`config.mk`:
```
export PLATFORM = sky130hd
export DESIGN_NAME = dedup_store_forward_frame_buffer_core
export DESIGN_NICKNAME = d
export VERILOG_FILES = /design/src/rtl/dsfb_pkg.sv /design/src/rtl/dsfb_slot_ram.sv /design/src/rtl/dedup_store_forward_frame_buffer_core.sv
export VERILOG_INCLUDE_DIRS = /design/src /design/src/rtl
export SDC_FILE = /design/constraint.sdc
export NUM_CORES = 1
export LEC_CHECK = 0
export BUFFER_PORTS_ARGS = -buffer_cell sky130_fd_sc_hd__buf_2
export CAP_MARGIN = 40
export CORE_MARGIN = 1
export CORE_UTILIZATION = 50
export DETAILED_ROUTE_END_ITERATION = 8
export PLACE_DENSITY = 0.71
export SETUP_SLACK_MARGIN = 0.5
export SLEW_MARGIN = 20
export SYNTH_ARGS = -nofsm -noshare
export SYNTH_HDL_FRONTEND = slang
export SYNTH_SLANG_ARGS = --single-unit
export TNS_END_PERCENT = 20
```
`constraint.sdc`:
```
create_clock -name clk -period 9.16 [get_ports clk]
set_input_delay 2.748 -clock clk [delete_from_list [all_inputs] [get_ports clk]]
set_output_delay 2.748 -clock clk [all_outputs]
set_load 0.005 [all_outputs]
```
`src/rtl/dedup_store_forward_frame_buffer_core_defines.svh`:
```
// Assertion macros shared by the frame buffer RTL.
`ifndef DEDUP_STORE_FORWARD_FRAME_BUFFER_CORE_DEFINES_SVH
`define DEDUP_STORE_FORWARD_FRAME_BUFFER_CORE_DEFINES_SVH

// Same-cycle implication, checked on clk outside of reset.
`define DSFB_ASSERT_IMP(label, ante, cons, msg) \
  label: assert property (@(posedge clk) disable iff (rst) (ante) |-> (cons)) \
    else $error(msg);

// Next-cycle implication, checked on clk outside of reset.
`define DSFB_ASSERT_NXT(label, ante, cons, msg) \
  label: assert property (@(posedge clk) disable iff (rst) (ante) |=> (cons)) \
    else $error(msg);

`endif

```
`src/rtl/dsfb_pkg.sv`:
```
// Shared types and codes of the frame buffer.
package dsfb_pkg;

  // Default number of descriptor slots.
  localparam int DEPTH_DEF = 16;

  // Request codes.
  localparam logic REQ_STORE = 1'b0;
  localparam logic REQ_FETCH = 1'b1;

  // Result codes.
  localparam logic [1:0] KIND_STORED    = 2'd0;
  localparam logic [1:0] KIND_DUPLICATE = 2'd1;
  localparam logic [1:0] KIND_DELIVERED = 2'd2;
  localparam logic [1:0] KIND_NONE      = 2'd3;

  // One frame descriptor as held in a slot.
  typedef struct packed {
    logic [7:0]  src;
    logic [7:0]  dst;
    logic [15:0] handle;
    logic [11:0] length;
  } slot_t;

  // Sequencer states.
  typedef enum logic [1:0] {
    ST_IDLE,
    ST_SCAN,
    ST_FINISH
  } state_t;

endpackage

```
`src/rtl/dsfb_slot_ram.sv`:
```
// Descriptor slot memory: one write port, one registered read port.
module dsfb_slot_ram
  import dsfb_pkg::*;
#(
  parameter int DEPTH = DEPTH_DEF
) (
  input  logic                                   clk,
  input  logic                                   wr_en,
  input  logic [((DEPTH > 1) ? $clog2(DEPTH) : 1)-1:0] wr_addr,
  input  slot_t                                  wr_data,
  input  logic                                   rd_en,
  input  logic [((DEPTH > 1) ? $clog2(DEPTH) : 1)-1:0] rd_addr,
  output slot_t                                  rd_data
);

  slot_t mem [DEPTH];

  // Write port.
  always_ff @(posedge clk) begin
    if (wr_en) begin
      mem[wr_addr] <= wr_data;
    end
  end

  // Registered read port; the data holds while rd_en is low.
  always_ff @(posedge clk) begin
    if (rd_en) begin
      rd_data <= mem[rd_addr];
    end
  end

endmodule

```
`src/rtl/dedup_store_forward_frame_buffer_core.sv`:
```
// Top level of the deduplicating store-and-forward frame buffer.
//
//   channel | handshake            | payload
//   --------+----------------------+-----------------------------------------------
//   in      | in_valid / in_ready  | req_type src_addr dest_addr frame_handle
//           |                      | payload_length
//   out     | out_valid / out_ready| result_kind out_src out_dest out_handle
//           |                      | out_length last_of_run
//
// The slot memory is walked from oldest to youngest, one slot read per cycle
// while the output does not stall the walk, and then the finish state ends the item.
// A store that hits a duplicate ends as soon as the matching slot is read.
// Reset clears the control state, the occupancy and the ring head; slots are never cleared.
// A stalled output holds the walk whenever a second match needs the output.
`include "dedup_store_forward_frame_buffer_core_defines.svh"

module dedup_store_forward_frame_buffer_core
  import dsfb_pkg::*;
#(
  parameter int DEPTH = DEPTH_DEF
) (
  input  logic        clk,
  input  logic        rst,
  input  logic        in_valid,
  output logic        in_ready,
  input  logic        req_type,
  input  logic [7:0]  src_addr,
  input  logic [7:0]  dest_addr,
  input  logic [15:0] frame_handle,
  input  logic [11:0] payload_length,
  output logic        out_valid,
  input  logic        out_ready,
  output logic [1:0]  result_kind,
  output logic [7:0]  out_src,
  output logic [7:0]  out_dest,
  output logic [15:0] out_handle,
  output logic [11:0] out_length,
  output logic        last_of_run
);

  localparam int AW = (DEPTH > 1) ? $clog2(DEPTH) : 1;
  localparam int CW = $clog2(DEPTH + 1);
  localparam logic [CW-1:0] DEPTH_C = CW'(DEPTH);

  // Ring position of the slot that lies ofs entries after base.
  function automatic logic [AW-1:0] wrap_add(input logic [AW-1:0] base,
                                             input logic [CW-1:0] ofs);
    logic [CW:0] sum;
    sum = (CW+1)'(base) + (CW+1)'(ofs);
    if (sum >= (CW+1)'(DEPTH)) begin
      sum = sum - (CW+1)'(DEPTH);
    end
    return sum[AW-1:0];
  endfunction

  state_t        state;
  state_t        state_next;
  logic [CW-1:0] occupancy;
  logic [AW-1:0] head;
  logic [CW-1:0] rd_cnt;
  logic [CW-1:0] keep;
  logic          pend;
  logic          held_v;
  logic          dup;
  logic          req_q;
  slot_t         key;
  slot_t         held;
  slot_t         out_slot;
  logic [1:0]    out_kind;
  logic          out_last;

  logic          rd_en;
  logic [AW-1:0] rd_addr;
  slot_t         rd_data;
  logic          wr_en;
  logic [AW-1:0] wr_addr;
  slot_t         wr_data;

  logic          out_load;
  logic [1:0]    load_kind;
  slot_t         load_slot;
  logic          load_last;

  logic          out_free;
  logic          s_hit;
  logic          d_hit;
  logic          stall;
  logic          adv;
  logic          scan_more;

  // Slot memory.
  dsfb_slot_ram #(
    .DEPTH(DEPTH)
  ) u_ram (
    .clk     (clk),
    .wr_en   (wr_en),
    .wr_addr (wr_addr),
    .wr_data (wr_data),
    .rd_en   (rd_en),
    .rd_addr (rd_addr),
    .rd_data (rd_data)
  );

  // Match and flow conditions of the slot that was read last.
  assign out_free  = !out_valid || out_ready;
  assign s_hit     = pend && (rd_data.src == key.src) && (rd_data.dst == key.dst);
  assign d_hit     = pend && (rd_data.dst == key.dst);
  assign stall     = (req_q == REQ_FETCH) && d_hit && held_v && !out_free;
  assign adv       = (state == ST_SCAN) && !stall;
  assign scan_more = (rd_cnt != occupancy);
  assign in_ready  = (state == ST_IDLE);

  // Next state.
  always_comb begin
    state_next = state;
    unique case (state)
      ST_IDLE: begin
        if (in_valid) begin
          state_next = ST_SCAN;
        end
      end
      ST_SCAN: begin
        if (adv && (req_q == REQ_STORE) && s_hit) begin
          state_next = ST_FINISH;
        end else if (adv && !scan_more) begin
          state_next = ST_FINISH;
        end
      end
      ST_FINISH: begin
        if (out_free) begin
          state_next = ST_IDLE;
        end
      end
      default: state_next = ST_IDLE;
    endcase
  end

  // Memory accesses and output loads.
  always_comb begin
    rd_en     = 1'b0;
    rd_addr   = wrap_add(head, rd_cnt);
    wr_en     = 1'b0;
    wr_addr   = wrap_add(head, keep);
    wr_data   = rd_data;
    out_load  = 1'b0;
    load_kind = KIND_DELIVERED;
    load_slot = held;
    load_last = 1'b0;
    unique case (state)
      ST_IDLE: begin
      end
      ST_SCAN: begin
        rd_en = adv && scan_more;
        // Kept slots move down behind the deliveries to close the gaps.
        if (adv && (req_q == REQ_FETCH) && pend && !d_hit) begin
          wr_en = 1'b1;
        end
        // A new match pushes the one held before it; that one is not last.
        if (adv && (req_q == REQ_FETCH) && d_hit && held_v) begin
          out_load = 1'b1;
        end
      end
      ST_FINISH: begin
        if (out_free) begin
          out_load  = 1'b1;
          load_last = 1'b1;
          if (req_q == REQ_STORE) begin
            load_kind = dup ? KIND_DUPLICATE : KIND_STORED;
            load_slot = key;
            if (!dup) begin
              wr_en   = 1'b1;
              wr_addr = (occupancy == DEPTH_C) ? head : wrap_add(head, occupancy);
              wr_data = key;
            end
          end else if (held_v) begin
            load_kind = KIND_DELIVERED;
            load_slot = held;
          end else begin
            load_kind = KIND_NONE;
            load_slot = '{src: 8'd0, dst: key.dst, handle: 16'd0, length: 12'd0};
          end
        end
      end
      default: begin
      end
    endcase
  end

  // Control registers.
  always_ff @(posedge clk) begin
    if (rst) begin
      state     <= ST_IDLE;
      occupancy <= '0;
      head      <= '0;
      pend      <= 1'b0;
      held_v    <= 1'b0;
      dup       <= 1'b0;
      out_valid <= 1'b0;
    end else begin
      state <= state_next;
      if (out_load) begin
        out_valid <= 1'b1;
      end else if (out_ready) begin
        out_valid <= 1'b0;
      end
      unique case (state)
        ST_IDLE: begin
          pend   <= 1'b0;
          held_v <= 1'b0;
          dup    <= 1'b0;
        end
        ST_SCAN: begin
          if (adv) begin
            pend <= scan_more;
            if ((req_q == REQ_FETCH) && d_hit) begin
              held_v <= 1'b1;
            end
            if ((req_q == REQ_STORE) && s_hit) begin
              dup <= 1'b1;
            end
          end
        end
        ST_FINISH: begin
          if (out_free) begin
            if (req_q == REQ_STORE) begin
              if (!dup) begin
                if (occupancy == DEPTH_C) begin
                  head <= wrap_add(head, CW'(1));
                end else begin
                  occupancy <= occupancy + CW'(1);
                end
              end
            end else begin
              occupancy <= keep;
            end
          end
        end
        default: begin
        end
      endcase
    end
  end

  // Walk counters, item key, held match and output payload.
  always_ff @(posedge clk) begin
    if (rst) begin
      rd_cnt <= '0;
      keep   <= '0;
    end else if (in_valid && in_ready) begin
      rd_cnt <= '0;
      keep   <= '0;
    end else if (adv) begin
      if (scan_more) begin
        rd_cnt <= rd_cnt + CW'(1);
      end
      if ((req_q == REQ_FETCH) && pend && !d_hit) begin
        keep <= keep + CW'(1);
      end
    end
  end

  always_ff @(posedge clk) begin
    if (in_valid && in_ready) begin
      req_q <= req_type;
      key   <= '{src: src_addr, dst: dest_addr, handle: frame_handle,
                 length: payload_length};
    end
    if (adv && (req_q == REQ_FETCH) && d_hit) begin
      held <= rd_data;
    end
    if (out_load) begin
      out_kind <= load_kind;
      out_slot <= load_slot;
      out_last <= load_last;
    end
  end

  assign result_kind = out_kind;
  assign out_src     = out_slot.src;
  assign out_dest    = out_slot.dst;
  assign out_handle  = out_slot.handle;
  assign out_length  = out_slot.length;
  assign last_of_run = out_last;

  // Checks on the walk and the ring bookkeeping.
  `DSFB_ASSERT_IMP(a_occ_bound, 1'b1, occupancy <= DEPTH_C, "occupancy above depth")
  `DSFB_ASSERT_IMP(a_keep_behind, state == ST_SCAN, keep <= rd_cnt, "compaction overtook walk")
  `DSFB_ASSERT_IMP(a_no_rw_clash, wr_en && rd_en, wr_addr != rd_addr, "slot read and written")
  `DSFB_ASSERT_NXT(a_start_walk, in_valid && in_ready, state == ST_SCAN, "walk did not start")

endmodule

```
==> metrics.txt, run 1 <==
status=finished clean; largest net degree at the start of global routing=95; htree depth=3; XOR/XNOR share of the synthesized area=0.9730%; Final Util=57.79%; share of power burned in registers=between 50% and 60%; post-synthesis sequential area ratio=77.04%; RSZ-0062 raised after global routing=no; die height=267.0 um; post-CTS setup-driven buffer insertion count=0; Post-DP HPWL=roughly 40000 um; PwrDens=231.5 nW/um^2; Post-Syn Instances=1802; logic gate share of total power=7.7%; Min Hold Slack=around 0.45 ns; drt pass-1 iters=5; grt ovf=0; initial antenna violation count=0; Pint=7155 uW; Power Total=9241 uW; IO Port Bufs=97; post-synthesis mux area share=11.78%; synthesis-stage register bit count=909; worst path arrival time=5.68 ns; total track usage=21.51%; CP max stage cell=nor3_2; Root Buffer=clkbuf_16; Critical Path End Type=register; simple-gate area share of the yosys netlist=4.591%; clk sinks=909; Chip Width=267.0 um; Post-Layout Cell Count=2956; Final min period=5.381 ns; Area Overhead vs Synth=13.70%; first-pass GRT wire length=112900 um; crit-path max cell delay=roughly 0.70 ns; Ports=98; share of cells above drive strength 1=24.44%; Initial Util=50.83%; CTS tree=built; complex-gate fraction of the synthesized area=3.507%; CTS Hold Bufs=0; CTS clk-pin slew, worst paths=0.06 ns; Num CTS Buffers=91; Slew Viols, Final=0; later-pin clock latency in the skew report=between 0.6 and 0.7 ns; synthesized area=35100 sq um; Core Box Area=69070 sq um; die area=71270 sq um; Slew @ Worst Pin=between 0.8 and 0.9 ns; post-cts sizing count=0; Max Buffers Root-to-Sink=3; syn avg cell area=19.48 sq um; Cell variety after synth=44; n_diodes=0; DRT iter0 DRCs=1759; via/cell ratio=slightly below 6; peak supply drop=0.1444 mV; WL final=~75000 um; clock power share=about two fifths; vias in the first global route=18200; worst path required time=9.46 ns; DRC errors left=0; ANT nets after route=0; Final Hold Viols=0; Hold Crit Class=reg -> reg; Sw Share=between 20% and 30%; Setup-failing EPs final=0; placed cells=2780; Final period util=58.75%; NetSw=2085 uW; CP cell instances=buf_2 -> nand2b_1 -> nand3_2 -> buf_4 -> nor2_1 -> a21oi_1 -> nand4_1 -> nor3_2 -> buf_4; Placer Congestion=between 0.7 and 0.8; DR WL/cell=25.29 um; Final nets=2020; Worst slew margin=40.71%; Pleak=around 0.013 uW; syn nets=1871; crit-path max FO=56; Fmax achieved=0.1858 GHz; synthesized-area fraction occupied by adder cells=0.7770%; DR vias=about 18000; Setup TNS Final=0 ns; startpoint types=input port; CP Class=in -> reg; largest family of logic cells by synthesized area=multiplexers; Max Cap Viol=0; Worst path most repeated cell=buf_4; Clock Skew=~0.017 ns; # rows=96; Yosys warning count=0
cells in the final DEF, fill, tap and decap left out, drive strengths merged, types with 2 or more instances in the layout:
cell / count
a211oi: 49
a21o: 7
a21oi: 18
a22o: 37
a31oi: 46
and2: 47
and3: 2
buf: 148
bufinv: 8
clkbuf: 116
clkinv: 36
clkinvlp: 3
dfxtp: 25
edfxtp: 884
fa: 3
ha: 17
inv: 16
mux2: 8
mux2i: 8
mux4: 176
nand2: 235
nand2b: 3
nand3: 14
nand4: 7
nor2: 25
nor2b: 4
nor3: 19
nor4: 4
o21a: 2
o21ai: 9
o31ai: 2
or2: 2
or3: 2
xnor2: 18
xor2: 21
stage by stage:
stage / instance area [sq um] / setup slack, ns
2_1_floorplan: 35100 / 1.777
3_3_place_gp: 36830 / 3.410
3_5_place_dp: 36850 / 3.229
4_1_cts: 39750 / 3.855
5_1_grt: 39920 / 3.663
6_report: 39920 / 3.779
final timing paths:
| kind | slack (ns) | to | start | cells past startpoint |
|---|---|---|---|---|
| setup / recovery | 3.78 | u_ram.mem[14][2] | out_ready | 9 |
| hold / removal | 0.45 | held[17] | u_ram.rd_data[17] | 0 |
| setup reg to reg | 4.96 | u_ram.rd_data[27] | head[1] | 8 |
| hold reg to reg | 0.45 | held[17] | u_ram.rd_data[17] | 0 |
worst max-delay path, delay by kind of cell:
kind | cells | cell delay, ns
buffers and inverters | 3 | 1.19
AND/OR/NAND/NOR | 5 | 1.49
AO/OA/AOI/OAI | 1 | 0.21
registers in the layout, indices dropped and copies added (netlist names), 2 cells and up:
name and flops:
out_handle 16, head 4, u_ram.rd_data 44, held 44, result_kind 2, state 2
occupancy 5, rd_cnt 5, u_ram.mem 704, out_dest 8, key 44, out_src 8
keep 5, out_length 12
cell usage after synthesis (all sizes together):
cell,count,area [sq um]
or2,2,12.51
a211oi,49,367.9
xnor2,18,157.7
nand2b,3,18.77
a31o,1,8.760
mux2i,8,80.08
o211a,1,10.01
o21a,2,15.01
o31ai,2,15.01
o21ai,9,48.79
a22oi,1,7.510
dfxtp,25,500.5
ha,17,212.7
a21o,7,52.55
nand2,235,882.1
a31oi,46,287.8
nor4,4,31.28
mux2,8,90.09
inv,11,41.29
buf,43,239.0
a21oi,18,93.84
a22o,37,324.1
mux4,176,3964
and2,47,294.0
nand4,7,43.79
or3,2,12.51
and3,2,12.51
fa,3,60.06
nor3,19,95.09
clkbuf,50,187.7
edfxtp,884,26550
nor2b,4,25.02
nand3,14,70.07
nor2,25,101.4
xor2,21,183.9
and4bb,1,12.51
kinds of logic (layout without fill, tap and decap cells):
kind of cell	after synthesis	after routing
flip-flops	909	909
AND/OR/NAND/NOR	365	365
multiplexers	192	192
AO/OA/AOI/OAI	173	173
buffers and inverters	104	327
XOR/XNOR	39	39
adder cells (fa/ha/maj)	20	20
power by group through the flow:
stage	combinational, uW	clock (uW)	sequential (uW)
floorplan	448	0	4960
global placement	663	0	4990
detailed placement	698	0	4990
CTS	701	3690	4910
global route	775	3840	4910
finish	713	3620	4900
metal layers:
layer	part of all wire [%]	wire [um]	GRT usage (%)	vias up
met5	0	0	0	-
met4	2.1	1560	6.788	0
met3	6.6	4947	3.146	107
met2	49	36310	34.66	672
met1	43	31940	30.52	9243
li1	-	-	-	7547
cell type report:
cell class	instances	area, sq um
clock buffers	115	2410
clock inverters	52	490.5
fillers	4982	29150
inverters	11	41.29
multi-input cells	789	7762
flip-flops and latches	909	27050
well taps	931	1165
repair buffers	149	1001
Power figures use the tool's default switching activity.
==> run 2, diff against run 1 <==
--- a/config.mk
+++ b/config.mk
@@ -11,7 +11,7 @@
 export CORE_MARGIN = 1
 export CORE_UTILIZATION = 50
 export DETAILED_ROUTE_END_ITERATION = 8
-export PLACE_DENSITY = 0.71
+export PLACE_DENSITY = 0.74
 export SETUP_SLACK_MARGIN = 0.5
 export SLEW_MARGIN = 20
 export SYNTH_ARGS = -nofsm -noshare
==> constraint.sdc (replaced) <==
create_clock -name clk -period 4.3 [get_ports clk]
set_input_delay 1.29 -clock clk [delete_from_list [all_inputs] [get_ports clk]]
set_output_delay 1.29 -clock clk [all_outputs]
set_load 0.005 [all_outputs]
==> run 2 against run 1 <==
Routed wire length grew 3.3%. Flip-flop and latch count did not move. Combinational power increased by 120%. Register-to-register slack got worse by 4.1 ns. Total power rose by 110%. First-iteration DRC count is 15% higher. Die area unchanged. Sequential share of layout area fell by 0.79 points. Via count increased by 1.3%. Worst setup slack worse by 2.9 ns. Cell count rose by 0.61%.
==> metrics.txt, run 2 (same netlist as run 1, synthesis figures left out) <==
clk sinks=909 (unchanged); crit-path max cell delay=0.69 ns (about the same); Root Buffer=clkbuf_16; RSZ-0062 raised after global routing=no; n_diodes=0 (unchanged); Fmax achieved=0.2906 GHz; commonest cells after routing, fill and taps aside=edfxtp_1 (884), nand2_1 (234), mux4_2 (176); Reg area=27050 sq um (unchanged); vias in the first global route=18492 (+1.6%); largest net degree at the start of global routing=89 (-6.3%); DR vias=17791 (+1.3%); Placer Congestion=0.7895 (+0.46%); drt pass-1 iters=7 (+2); # fillers=4809 (-3.5%); DRC errors left=0 (unchanged); Initial Util=50.83% (unchanged); post-CTS setup-driven buffer insertion count=0 (unchanged); Final nets=2039 (+0.94%); startpoint types=register; Largest register FFs=704 (unchanged); Post-DP HPWL=43820 um (+8.6%); later-pin clock latency in the skew report=0.66 ns (+0.02 ns); Setup TNS Final=0 ns (unchanged); Final period util=about four fifths; initial antenna violation count=0 (unchanged); ANT nets after route=0 (unchanged); CP cell instances=nor2_1 -> nand3_2 -> a211oi_1 -> a21oi_2 -> buf_6 -> nor3_4 -> buf_4; area of the multi-input gates=7876 sq um (+1.5%); CTS Hold Bufs=0 (unchanged); die area=71270 sq um (unchanged); Biggest register=u_ram.mem; Area Overhead vs Synth=15.05%; Core Box Area=69070 sq um (unchanged); post-cts sizing count=0 (unchanged); DP Area=37470 sq um (+1.7%); Slew @ Worst Pin=0.8006 ns (-0.08869 ns); Clock Skew=0.03404 ns (+0.01698 ns); Max Buffers Root-to-Sink=3 (unchanged); Critical Path End Type=register; total track usage=22.29% (+0.78 points); Num CTS Buffers=92 (+1.1%); Final Cell Area=40390 sq um (+1.2%); Final min period=3.442 ns; Max Cap Viol=0 (unchanged); R2R Setup Slk=0.86 ns (-4.10 ns); PwrDens=488.6 nW/um^2 (+110%); commonest non-fill, non-tap cell in the layout=edfxtp_1; worst path arrival time=3.71 ns (-1.97 ns); DRT iter0 DRCs=2020 (+15%); Pleak=0.01318 uW (+1.6%); die height=267.0 um (unchanged); Final Util=58.48% (+0.68 points); WL final=77200 um (+3.3%); share of cells above drive strength 1=25.55% (+1.1 points); peak supply drop=0.3219 mV (+120%); via/cell ratio=5.982 (+0.65%); IO Port Bufs=97 (unchanged); Slew Viols, Final=0 (unchanged); worst path required time=4.56 ns (-4.90 ns); Final Hold Viols=0 (unchanged); grt ovf=0 (unchanged); DR WL/cell=25.96 um (+2.6%); Setup-failing EPs final=0 (unchanged); # rows=96 (unchanged); Chip Width=267.0 um (unchanged); CP max stage cell=edfxtp_1; CP Class=reg -> reg; status=finished clean; Worst slew margin=46.54% (+5.8 points); first-pass GRT wire length=115800 um (+2.6%); Hold Crit Class=reg -> reg; placed cells=2806 (+0.94%); Ports=98 (unchanged); Post-Layout Cell Count=2974 (+0.61%); CTS clk-pin slew, worst paths=0.06 ns (about the same); crit-path max FO=28 (-50%); CTS tree=built; htree depth=3 (unchanged)
==> run 2: changes by cell type in the layout (fill, tap and decap cells not counted), moves of 5 or more <==
| cell | delta |
|---|---|
| clkbuf_1 | -6 |
| nor3_4 | +17 |
| nor3_2 | -17 |
| buf_12 | +18 |
| clkinv_2 | +5 |
==> run 2: final cells by class <==
type                    count  area share, %
clock buffers             110          5.973
flip-flops and latches    909          66.97
well taps                 931          2.884
clock inverters            57          1.218
inverters                  11         0.1022
repair buffers            167          3.355
multi-input cells         789          19.50
==> run 2: path summary, 6_finish.rpt <==
kind / start / end / cells past startpoint
setup / recovery: req_q / u_ram.mem[8][12] / 7
hold / removal: u_ram.rd_data[18] / held[18] / 0
setup reg to reg: req_q / u_ram.mem[8][12] / 7
hold reg to reg: u_ram.rd_data[18] / held[18] / 0
==> run 2: per-stage QoR <==
stage | setup slack [ns] | power [uW] | hold slack (ns)
after CTS | 0.8702 | 19860 | 0.4473
after global routing | 0.7024 | 20330 | 0.4558
after detailed placement | 0.4352 | 12210 | 0.4340
final | 0.8584 | 19730 | 0.4459
after global placement | 0.6262 | 12120 | 0.4312
after floorplan | -0.1043 | 11530 | 0.4262
==> run 2: power by group <==
part,switching (uW),internal [uW],total [uW]
sequential,145,10300,10400
combinational,1080,502,1580
clock,3330,4380,7710
==> run 2: critical path: cells and delay by family (launching register included) <==
family                 cells  cell delay, ns
DFF                        1            0.69
buffers and inverters      2            0.71
and+or+nand+nor            3            0.93
AOI/OAI and AO/OA          2            0.69
==> run 2: layer usage <==
layer,GRT usage [%],routed length (um),vias to the layer above
li1,-,-,7598
met1,30.40,30970,9260
met2,35.21,37130,806
met3,6.025,7225,127
met4,6.912,1873,0
met5,0,0,-
